## config.mk

```make
export PLATFORM = sky130hd
export DESIGN_NAME = lcd_subpixel_glyph_filter_top
export DESIGN_NICKNAME = d
export VERILOG_FILES = /design/src/rtl/lsgf_pkg.sv /design/src/rtl/lsgf_front.sv /design/src/rtl/lsgf_queue.sv /design/src/rtl/lsgf_back.sv /design/src/rtl/lcd_subpixel_glyph_filter_top.sv
export VERILOG_INCLUDE_DIRS = /design/src /design/src/rtl
export SDC_FILE = /design/constraint.sdc
export NUM_CORES = 1
export LEC_CHECK = 0
export BUFFER_PORTS_ARGS = -buffer_cell sky130_fd_sc_hd__buf_4
export CAP_MARGIN = 20
export CORE_MARGIN = 2
export CORE_UTILIZATION = 65
export DETAILED_ROUTE_END_ITERATION = 8
export GPL_TIMING_DRIVEN = 0
export PLACE_DENSITY = 0.82
export REMOVE_ABC_BUFFERS = 1
export SYNTH_ARGS = -nofsm -noshare
export SYNTH_HDL_FRONTEND = slang
export SYNTH_SLANG_ARGS = --single-unit
```

## constraint.sdc

```tcl
create_clock -name clk -period 10.45 [get_ports clk]
set_input_delay 2.09 -clock clk [delete_from_list [all_inputs] [get_ports clk]]
set_output_delay 2.09 -clock clk [all_outputs]
set_load 0.02 [all_outputs]
```

## src/rtl/lcd_subpixel_glyph_filter_top_assert.svh

```systemverilog
// Assertion helpers for the filter RTL, included by the sample queue.
// Each macro expects clk and arst_n in scope.
`ifndef LCD_SUBPIXEL_GLYPH_FILTER_TOP_ASSERT_SVH
`define LCD_SUBPIXEL_GLYPH_FILTER_TOP_ASSERT_SVH

// Check a condition at every clock edge outside reset.
`define LSGF_ASSERT_ALWAYS(lbl, cond) \
	lbl: assert property (@(posedge clk) disable iff (!arst_n) (cond)) \
		else $error("lsgf assertion failed");

// Check that a trigger implies a result in the next cycle.
`define LSGF_ASSERT_NEXT(lbl, trig, res) \
	lbl: assert property (@(posedge clk) disable iff (!arst_n) (trig) |=> (res)) \
		else $error("lsgf assertion failed");

`endif

```

## src/rtl/lsgf_pkg.sv

```systemverilog
`timescale 1ns / 1ps
package lsgf_pkg;

	localparam int LEVELS    = 65;
	localparam int TAP_MAX   = 255;
	localparam int FLUSH_LEN = 4;

	typedef struct packed {
		logic [6:0] coverage;
		logic       row_end;
	} in_item_t;

	typedef struct packed {
		logic [7:0] subpixel;
		logic       last;
	} out_item_t;

	// Sample as it travels from front to back: flush samples carry zero coverage.
	typedef struct packed {
		logic [6:0] coverage;
		logic       last;
	} q_item_t;

	typedef struct packed {
		logic we;
		logic [1:0] index;
		logic [9:0] data;
	} cfg_wr_t;

	localparam logic [1:0] REG_PRIMARY   = 2'd0;
	localparam logic [1:0] REG_SECONDARY = 2'd1;
	localparam logic [1:0] REG_TERTIARY  = 2'd2;

	localparam logic [9:0] GAIN_PRIMARY_RST   = 10'd408;
	localparam logic [9:0] GAIN_SECONDARY_RST = 10'd204;
	localparam logic [9:0] GAIN_TERTIARY_RST  = 10'd102;

	// One weighted tap: (gain * sample) >> 8, capped; out-of-range samples give zero.
	function automatic logic [7:0] tap_value(input logic [9:0] gain, input logic [6:0] s);
		logic [16:0] prod;
		logic [8:0]  shifted;
		logic [8:0]  s_ext;
		prod    = 17'(gain) * 17'(s);
		shifted = prod[16:8];
		s_ext   = {2'b00, s};
		if (s_ext >= 9'(LEVELS)) begin
			return 8'd0;
		end else if (shifted > 9'(TAP_MAX)) begin
			return 8'(TAP_MAX);
		end else begin
			return shifted[7:0];
		end
	endfunction

endpackage

```

## src/rtl/lsgf_front.sv

```systemverilog
`timescale 1ns / 1ps
module lsgf_front
	import lsgf_pkg::*;
(
	input  logic     clk,
	input  logic     arst_n,
	input  logic     in_valid,
	output logic     in_stall,
	input  in_item_t in_data,
	input  logic     q_full,
	output logic     q_push,
	output q_item_t  q_item
);

	logic [2:0] flush_q;
	logic       in_acc;

	assign in_stall = q_full || (flush_q != 3'd0);
	assign in_acc   = in_valid && !in_stall;

	// Flush samples take priority; the input is held off until they are queued.
	always_comb begin
		q_push = 1'b0;
		q_item = '0;
		if (flush_q != 3'd0) begin
			q_push = !q_full;
			q_item.coverage = 7'd0;
			q_item.last     = (flush_q == 3'd1);
		end else if (in_acc) begin
			q_push = 1'b1;
			q_item.coverage = in_data.coverage;
			q_item.last     = 1'b0;
		end
	end

	always_ff @(posedge clk or negedge arst_n) begin
		if (!arst_n) begin
			flush_q <= 3'd0;
		end else if ((flush_q != 3'd0) && q_push) begin
			flush_q <= flush_q - 3'd1;
		end else if (in_acc && in_data.row_end) begin
			flush_q <= 3'(FLUSH_LEN);
		end
	end

endmodule

```

## src/rtl/lsgf_queue.sv

```systemverilog
`timescale 1ns / 1ps
module lsgf_queue
	import lsgf_pkg::*;
#(
	parameter int DEPTH = 4
) (
	input  logic    clk,
	input  logic    arst_n,
	input  logic    push,
	input  q_item_t push_item,
	output logic    full,
	input  logic    pop,
	output logic    empty,
	output q_item_t head
);

	localparam int PW = (DEPTH > 1) ? $clog2(DEPTH) : 1;
	localparam int CW = $clog2(DEPTH + 1);

	q_item_t       mem_q [DEPTH];
	logic [PW-1:0] wr_ptr_q;
	logic [PW-1:0] rd_ptr_q;
	logic [CW-1:0] count_q;

	assign full  = (count_q == CW'(DEPTH));
	assign empty = (count_q == '0);
	assign head  = mem_q[rd_ptr_q];

	always_ff @(posedge clk) begin
		if (push) begin
			mem_q[wr_ptr_q] <= push_item;
		end
	end

	always_ff @(posedge clk or negedge arst_n) begin
		if (!arst_n) begin
			wr_ptr_q <= '0;
			rd_ptr_q <= '0;
			count_q  <= '0;
		end else begin
			if (push) begin
				wr_ptr_q <= (wr_ptr_q == PW'(DEPTH - 1)) ? '0 : wr_ptr_q + 1'b1;
			end
			if (pop) begin
				rd_ptr_q <= (rd_ptr_q == PW'(DEPTH - 1)) ? '0 : rd_ptr_q + 1'b1;
			end
			if (push && !pop) begin
				count_q <= count_q + 1'b1;
			end else if (pop && !push) begin
				count_q <= count_q - 1'b1;
			end
		end
	end

`include "lcd_subpixel_glyph_filter_top_assert.svh"
	`LSGF_ASSERT_ALWAYS(a_no_push_full, !(push && full))
	`LSGF_ASSERT_ALWAYS(a_no_pop_empty, !(pop && empty))
	`LSGF_ASSERT_NEXT(a_count_up, (push && !pop), (count_q == $past(count_q) + 1'b1))

endmodule

```

## src/rtl/lsgf_back.sv

```systemverilog
`timescale 1ns / 1ps
module lsgf_back
	import lsgf_pkg::*;
(
	input  logic      clk,
	input  logic      arst_n,
	input  cfg_wr_t   cfg,
	input  logic      q_empty,
	input  q_item_t   q_head,
	output logic      q_pop,
	output logic      out_valid,
	input  logic      out_stall,
	output out_item_t out_data
);

	logic [9:0]  gain_pri_q;
	logic [9:0]  gain_sec_q;
	logic [9:0]  gain_ter_q;
	logic [6:0]  hist_q [4];
	logic        out_valid_q;
	out_item_t   out_q;
	logic [10:0] sum;
	logic [7:0]  sub;

	assign q_pop = !q_empty && (!out_valid_q || !out_stall);

	always_comb begin
		sum = 11'(tap_value(gain_ter_q, q_head.coverage))
		    + 11'(tap_value(gain_sec_q, hist_q[0]))
		    + 11'(tap_value(gain_pri_q, hist_q[1]))
		    + 11'(tap_value(gain_sec_q, hist_q[2]))
		    + 11'(tap_value(gain_ter_q, hist_q[3]));
		sub = (sum > 11'(TAP_MAX)) ? 8'(TAP_MAX) : sum[7:0];
	end

	always_ff @(posedge clk or negedge arst_n) begin
		if (!arst_n) begin
			gain_pri_q <= GAIN_PRIMARY_RST;
			gain_sec_q <= GAIN_SECONDARY_RST;
			gain_ter_q <= GAIN_TERTIARY_RST;
		end else if (cfg.we) begin
			case (cfg.index)
				REG_PRIMARY:   gain_pri_q <= cfg.data;
				REG_SECONDARY: gain_sec_q <= cfg.data;
				REG_TERTIARY:  gain_ter_q <= cfg.data;
				default:       ;
			endcase
		end
	end

	// Four zero flush samples clear the history at row end on their own.
	always_ff @(posedge clk or negedge arst_n) begin
		if (!arst_n) begin
			for (int i = 0; i < 4; i++) begin
				hist_q[i] <= 7'd0;
			end
			out_valid_q <= 1'b0;
		end else begin
			if (q_pop) begin
				hist_q[0] <= q_head.coverage;
				hist_q[1] <= hist_q[0];
				hist_q[2] <= hist_q[1];
				hist_q[3] <= hist_q[2];
				out_valid_q <= 1'b1;
			end else if (!out_stall) begin
				out_valid_q <= 1'b0;
			end
		end
	end

	always_ff @(posedge clk) begin
		if (q_pop) begin
			out_q.subpixel <= sub;
			out_q.last     <= q_head.last;
		end
	end

	assign out_valid = out_valid_q;
	assign out_data  = out_q;

endmodule

```

## src/rtl/lcd_subpixel_glyph_filter_top.sv

```systemverilog
`timescale 1ns / 1ps
// Data path: the accepting edge writes the sample queue; once the output register is free, a
// later edge pops the sample into the output register, and out_valid rises after that edge.
// Throughput: one transaction per cycle while the queue has room and the output is not stalled;
// a row_end transaction also makes four flush results, so the input stalls after it until
// the front has queued them. The sample queue and the single output register set this rate.
// Reset (arst_n low, asynchronous): gains return to 408/204/102, history clears.
module lcd_subpixel_glyph_filter_top
	import lsgf_pkg::*;
#(
	parameter int QUEUE_DEPTH = 4
) (
	input  logic       clk,
	input  logic       arst_n,
	// input channel
	input  logic       in_valid,
	output logic       in_stall,
	input  in_item_t   in_data,
	// output channel
	output logic       out_valid,
	input  logic       out_stall,
	output out_item_t  out_data,
	// configuration writes
	input  logic       cfg_we,
	input  logic [1:0] cfg_index,
	input  logic [9:0] cfg_data
);

	// Front to queue: expanded samples, one per input plus four flush samples at row end.
	logic    q_push;
	q_item_t q_item;
	logic    q_full;
	// Queue to back: head sample and pop.
	logic    q_pop;
	logic    q_empty;
	q_item_t q_head;
	cfg_wr_t cfg;

	// Bundle the config write so the back end sees one group.
	assign cfg.we    = cfg_we;
	assign cfg.index = cfg_index;
	assign cfg.data  = cfg_data;

	// Accept transactions and expand row ends into flush samples.
	lsgf_front u_front (
		.clk      (clk),
		.arst_n   (arst_n),
		.in_valid (in_valid),
		.in_stall (in_stall),
		.in_data  (in_data),
		.q_full   (q_full),
		.q_push   (q_push),
		.q_item   (q_item)
	);

	// Decouple front from back so an output stall does not block input at once.
	lsgf_queue #(
		.DEPTH (QUEUE_DEPTH)
	) u_queue (
		.clk       (clk),
		.arst_n    (arst_n),
		.push      (q_push),
		.push_item (q_item),
		.full      (q_full),
		.pop       (q_pop),
		.empty     (q_empty),
		.head      (q_head)
	);

	// Run the five-tap filter over the history and hold the result until taken.
	lsgf_back u_back (
		.clk       (clk),
		.arst_n    (arst_n),
		.cfg       (cfg),
		.q_empty   (q_empty),
		.q_head    (q_head),
		.q_pop     (q_pop),
		.out_valid (out_valid),
		.out_stall (out_stall),
		.out_data  (out_data)
	);

endmodule
```

After elaboration in Yosys (flattened, before gate mapping)
Memories as Yosys holds them, arrays and structs flattened.
Index checks and enable logic that the tools add are counted.
Widths: inputs -> output; s select.

word-level totals
  output and inout port bits = 11
  memory bits (read-only) = 0
  memories = 1
  flip-flop bits (word level) = 78
  bits in writable memories = 32
  bits in latches = 0

memories
  memory         depth  width  read ports  clocked after memory_dff  write ports  RTL line          text
  u_queue.mem_q  4      8      1           0                         1            lsgf_queue.sv:20  q_item_t mem_q [DEPTH];

cells by class
  multiply operators = 5
  multiplexer cells = 24
  reduce and logical (&&, ||, !) cells = 23
  divide/modulo/power cells = 0
  equal/unequal tests = 7
  order comparisons = 11
  $add $sub $neg = 9
  bitwise gates (word level) = 0
  shifts and indexed selects = 0

operators by type and width
  cell                 count
  $mux 8               12
  $mul 10x7->17        5
  $gt 9x8->1 const B   5
  $ge 7x7->1 const B   5
  $add 11x8->11        3
  $mux 3               4
  $gt 11x8->1 const B  1
  $add 8x8->9          1
  $logic_not 1->1      7
  $eq 2x2->1 const B   3
  $logic_and 1x1->1    6
  $mux 1               6
  $reduce_and 2->1     3
  $sub 3x1->3 const B  2
  $add 2x1->2 const B  2
  $mux 2               2
  $reduce_bool 2->1    2
  $add 3x1->3 const B  1
  $eq 3x1->1 const B   1
  $eq 3x3->1 const B   1
  $logic_not 3->1      1
  $reduce_bool 3->1    1
  $eq 2x1->1 const B   1
  $logic_not 2->1      1
  2 further kinds      3

Depth between registers and ports, before layout
  word-level depth = 10
  mapped depth = 39
  gate-level depth less buffers = 37

By module
Synthesis repeated with hierarchy kept, for this count alone.

second synthesis, totals
  cells, all modules = 1583
  area, all modules = 15788.9 µm²

by module, submodules not included
  module      area an instance (µm²)  cells an instance  instances  sequential area each (µm²)
  lsgf_back   13952.1                 1474               1          1761.7
  lsgf_queue  1569.0                  79                 1          1136.1
  lsgf_front  267.8                   30                 1          75.1

Least setup slack after synthesis
Ideal clock, no wire load.

  kind = flip-flop to flip-flop
  from = register u_queue.rd_ptr_q[0]
  to = register u_back.out_q, in the netlist u_back.out_data[1], data pin
  library setup time = 0.270 ns
  path slack = 1.173 ns
  stages on the path, launching flop included = 39
  period minus slack after synthesis = 9.277 ns
  buffers on the path = 2
  arrival time = 9.006 ns
  cell sequence = dfrtp_1 buf_6 mux4_1 clkbuf_1 and2_1 fa_1 inv_1 fa_1 inv_1 fa_1 inv_1 fa_1 inv_1 ha_1 and2_1 a221oi_1 o21ai_1 a41oi_1 [3 not listed] fa_1 nor2b_1 o21ai_0 a21boi_0 o21ai_0 nand2b_1 xor2_1 fa_1 inv_1 fa_1 inv_1 ha_1 o21a_1 o21a_1 o41a_1 or2_1 a2111oi_4 nand2b_1

between the ends
  longest elaborated chain between the ends = 10

ends and longest elaborated chain
  what                    RTL line          text
  start, declared         lsgf_queue.sv:22  logic [PW-1:0] rd_ptr_q;
  start signal, assigned  lsgf_queue.sv:45  rd_ptr_q <= (rd_ptr_q == PW'(DEPTH - 1)) ? '0 : rd_ptr_q + 1'b1;
  $mem_v2 4x8 *           -
  $mul 10x7->17           lsgf_pkg.sv:43    prod = 17'(gain) * 17'(s);
  $gt 9x8->1              lsgf_pkg.sv:48    end else if (shifted > 9'(TAP_MAX)) begin
  $mux 8                  lsgf_pkg.sv:48
  $mux 8 *                lsgf_pkg.sv:46    if (s_ext >= 9'(LEVELS)) begin
  $add 8x8->9 *           lsgf_back.sv:29   + 11'(tap_value(gain_sec_q, hist_q[0]))
  $add 11x8->11 *         lsgf_back.sv:30   + 11'(tap_value(gain_pri_q, hist_q[1]))
  $add 11x8->11 *         lsgf_back.sv:31   + 11'(tap_value(gain_sec_q, hist_q[2]))
  $add 11x8->11 *         lsgf_back.sv:32   + 11'(tap_value(gain_ter_q, hist_q[3]));
  $gt 11x8->1             lsgf_back.sv:33   sub = (sum > 11'(TAP_MAX)) ? 8'(TAP_MAX) : sum[7:0];
  end, declared           lsgf_back.sv:21   out_item_t out_q;

Every way passes the cells marked *; elsewhere a longest branch is shown, timed or not.
A chain may end at the register's enable or synchronous reset.

Final worst setup path
  from = register u_queue.rd_ptr_q[0]
  to = register u_back.out_q, in the netlist u_back.out_data[6], data pin

The elaborated chain is that of the path after synthesis.

==> flow_metrics.tcl <==
set metrics [dict create \
    status "finished clean" \
    cts_num_sinks 110 \
    arrival_ns 9.95 \
    port_buffers 35 \
    grt_pass1_wl_um 60900 \
    netlist_area_um2 16100 \
    period_share 0.942 \
    layout_commonest_cell "nand2_1" \
    io_pins 36 \
    wl_per_cell_um 17.5 \
    slew_violations 0 \
    grt_max_degree 70 \
    final_cells 2043 \
    cts_hold_buf 0 \
    dp.cells 2022 \
    antenna_left 0 \
    gr-total-overflow 0 \
    yosys_most_used_dff "dfrtp_1" \
    ys_types 58 \
    holdWs_ns 0.495 \
    grt_antenna_before_repair 0 \
    rr_startpoint "u_queue.rd_ptr_q[0]" \
    fp.dieArea_um2 26000 \
    ctsRootBufferMaster "clkbuf_16" \
    coreArea_um2 24300 \
    critPathMaxFanout 12 \
    hold_viol_final 0 \
    crit_path_max_incr_delay_ns 0.79 \
    end_kind "flip-flop" \
    area_growth_pct 4.87 \
    grt.total_usage 0.293 \
    die_width_um 161 \
    post-dp-hpwl_um 28200 \
    multiInputGateArea_um2 11900 \
    via_count 11886 \
    initial_utilization 0.661 \
    min_path_type "reg -> reg" \
    ys_seq_area_frac 0.185 \
    period_needed_ns 9.84 \
    die_h_um 161 \
    syn_inst 1729 \
    cp_data_required_time_ns 10.56 \
    rows 57 \
    cp_top_family "adder cells" \
    htree_levels 3 \
    drc 0 \
    setup_viol 0 \
    via_per_inst 5.82 \
    first_global_vias 12718 \
    reg2reg_to "u_back.out_data[6]" \
    diodes 0 \
    clk_latency_ns 0.36 \
    r2r_cells 36 \
    crit_path_frequent_cell "fa_1" \
    wl_um 35700 \
    cts_buffer_depth 2 \
    start_kind "flip-flop" \
    yosysWarningCount 0 \
    fin_tns_setup_ns 0 \
    path_class "reg -> reg" \
    clk_pin_slew_worst_paths_ns 0.08 \
    hold_depth 2 \
    cts_tree "yes" \
    drtIter0Drc 759 \
    seq_area_um2 2980 \
    max_freq_mhz 102 \
    worst_pin_slew_ns 0.951 \
    cap_violations 0 \
    final_cell_mix "305 x nand2_1, 253 x inv_1, 208 x fa_1, 192 x ha_1, 180 x and2_1" \
    slew_headroom 0.363 \
    min_to "u_front.flush_q[1]" \
    drive_gt1_frac 0.0681 \
    fin_nets 2139 \
    hold_start "u_front.flush_q[1]" \
    fill_cells 1779 \
    r2r_setup_slack_ns 0.61 \
    gp_congestion 0.951 \
    async_flop_share 0.627 \
    rsz0062_at_grt "no" \
    skew_ns 0.00939 \
    synth_edf_count 41 \
    avgSynthCellArea_um2 9.30 \
    path_buf_inv 6 \
    synth-seq-cells 110 \
    firstDrtPassIters 5 \
    cts_buffers 9 \
    slowest_stage "mux4_1" \
]
==> registers in the layout, indices dropped and copies added, names as in the netlist <==
signal	cells
u_back.out_valid	1
u_back.gain_ter_q	10
u_queue.rd_ptr_q	2
u_back.gain_sec_q	10
u_back.hist_q	28
u_front.flush_q	3
u_back.out_data	9
u_queue.wr_ptr_q	2
u_back.gain_pri_q	10
u_queue.mem_q	32
u_queue.count_q	3
==> cell usage after synthesis (all sizes together), types with 4 or more instances <==
cell | instances | area (µm²)
nand4 | 14 | 87.6
mux4 | 9 | 225
or4 | 5 | 37.5
o211ai | 6 | 45.0
xnor2 | 37 | 332
fa | 208 | 4160
o21ai | 38 | 190
nor2 | 30 | 113
mux2 | 32 | 360
xor2 | 24 | 210
dfstp | 12 | 315
inv | 253 | 950
a21o | 29 | 219
dfrtp | 57 | 1430
a221oi | 4 | 35.0
o21bai | 7 | 52.6
a31oi | 12 | 75.1
o31ai | 7 | 52.6
clkbuf | 64 | 250
nand2b | 9 | 56.3
nor2b | 7 | 43.8
buf | 4 | 30.0
a21oi | 64 | 320
and3 | 6 | 37.5
ha | 192 | 2400
and2 | 181 | 1130
nor3 | 6 | 30.0
a21boi | 5 | 37.5
nand3 | 10 | 50.1
nand2 | 305 | 1140
edfxtp | 41 | 1230
o21a | 20 | 150
==> per-layer routing <==
metal / wire (µm) / global-route usage / up-vias
met5: 0 / 0 / -
met3: 2310 / 0.0383 / 80
li1: - / - / 5509
met4: 1400 / 0.119 / 0
met1: 14300 / 0.371 / 5860
met2: 17700 / 0.512 / 437
==> cell type report <==
cell class | instances | share of cell area
clock buffers | 10 | 0.0136
clock inverters | 6 | 0.00356
inverters | 253 | 0.0563
multi-input cells | 1298 | 0.706
flip-flops and latches | 110 | 0.176
well taps | 324 | 0.0240
repair buffers | 42 | 0.0203
==> through the flow <==
step / utilization / worst slack (ns) / instance area, µm²
floorplan: - / 1.10 / 15800
global placement: 0.677 / 0.127 / 16500
detailed placement: 0.680 / -0.00321 / 16500
CTS: 0.692 / 0.0739 / 16800
global route: 0.694 / 0.0119 / 16900
finish: 0.694 / 0.611 / 16900
==> tightest hold or removal path: cells and delay by family (launching register included) <==
| family | cells | cell delay [ns] |
|---|---|---|
| flops | 1 | 0.36 |
| compound gates | 1 | 0.06 |
| simple gates | 1 | 0.05 |
==> worst max-delay path by stage <==
stage,start,endpoint,slack (ns),cells after the start
final,u_queue.rd_ptr_q[0],u_back.out_data[6],0.61,36
after global routing,u_queue.rd_ptr_q[0],u_back.out_data[6],0.01,36
after CTS,u_queue.rd_ptr_q[0],u_back.out_data[6],0.07,37
after detailed placement,u_queue.rd_ptr_q[0],u_back.out_data[6],-0.003,37
after global placement,u_queue.rd_ptr_q[0],u_back.out_data[6],0.13,37
after floorplan,u_queue.rd_ptr_q[0],u_back.out_data[1],1.10,36
==> cell families after synthesis <==
kind of cell	Yosys count	share of synthesized area
AND/OR/NAND/NOR	585	0.175
adder cells (fa/ha/maj)	400	0.408
buffers and inverters	321	0.0765
AO/OA/AOI/OAI	211	0.0850
flip-flops	110	0.185
XOR/XNOR	61	0.0337
multiplexers	41	0.0364
==> timing repair <==
action	4_1_cts	5_1_grt
pin swaps	0	1
setup endpoints to repair	8	8
buffers inserted	0	5
gates resized for setup	1	5
gates cloned	0	0
Power is not shown: default switching activity piles up to over one toggle a cycle in this logic, so the estimate is an artifact.
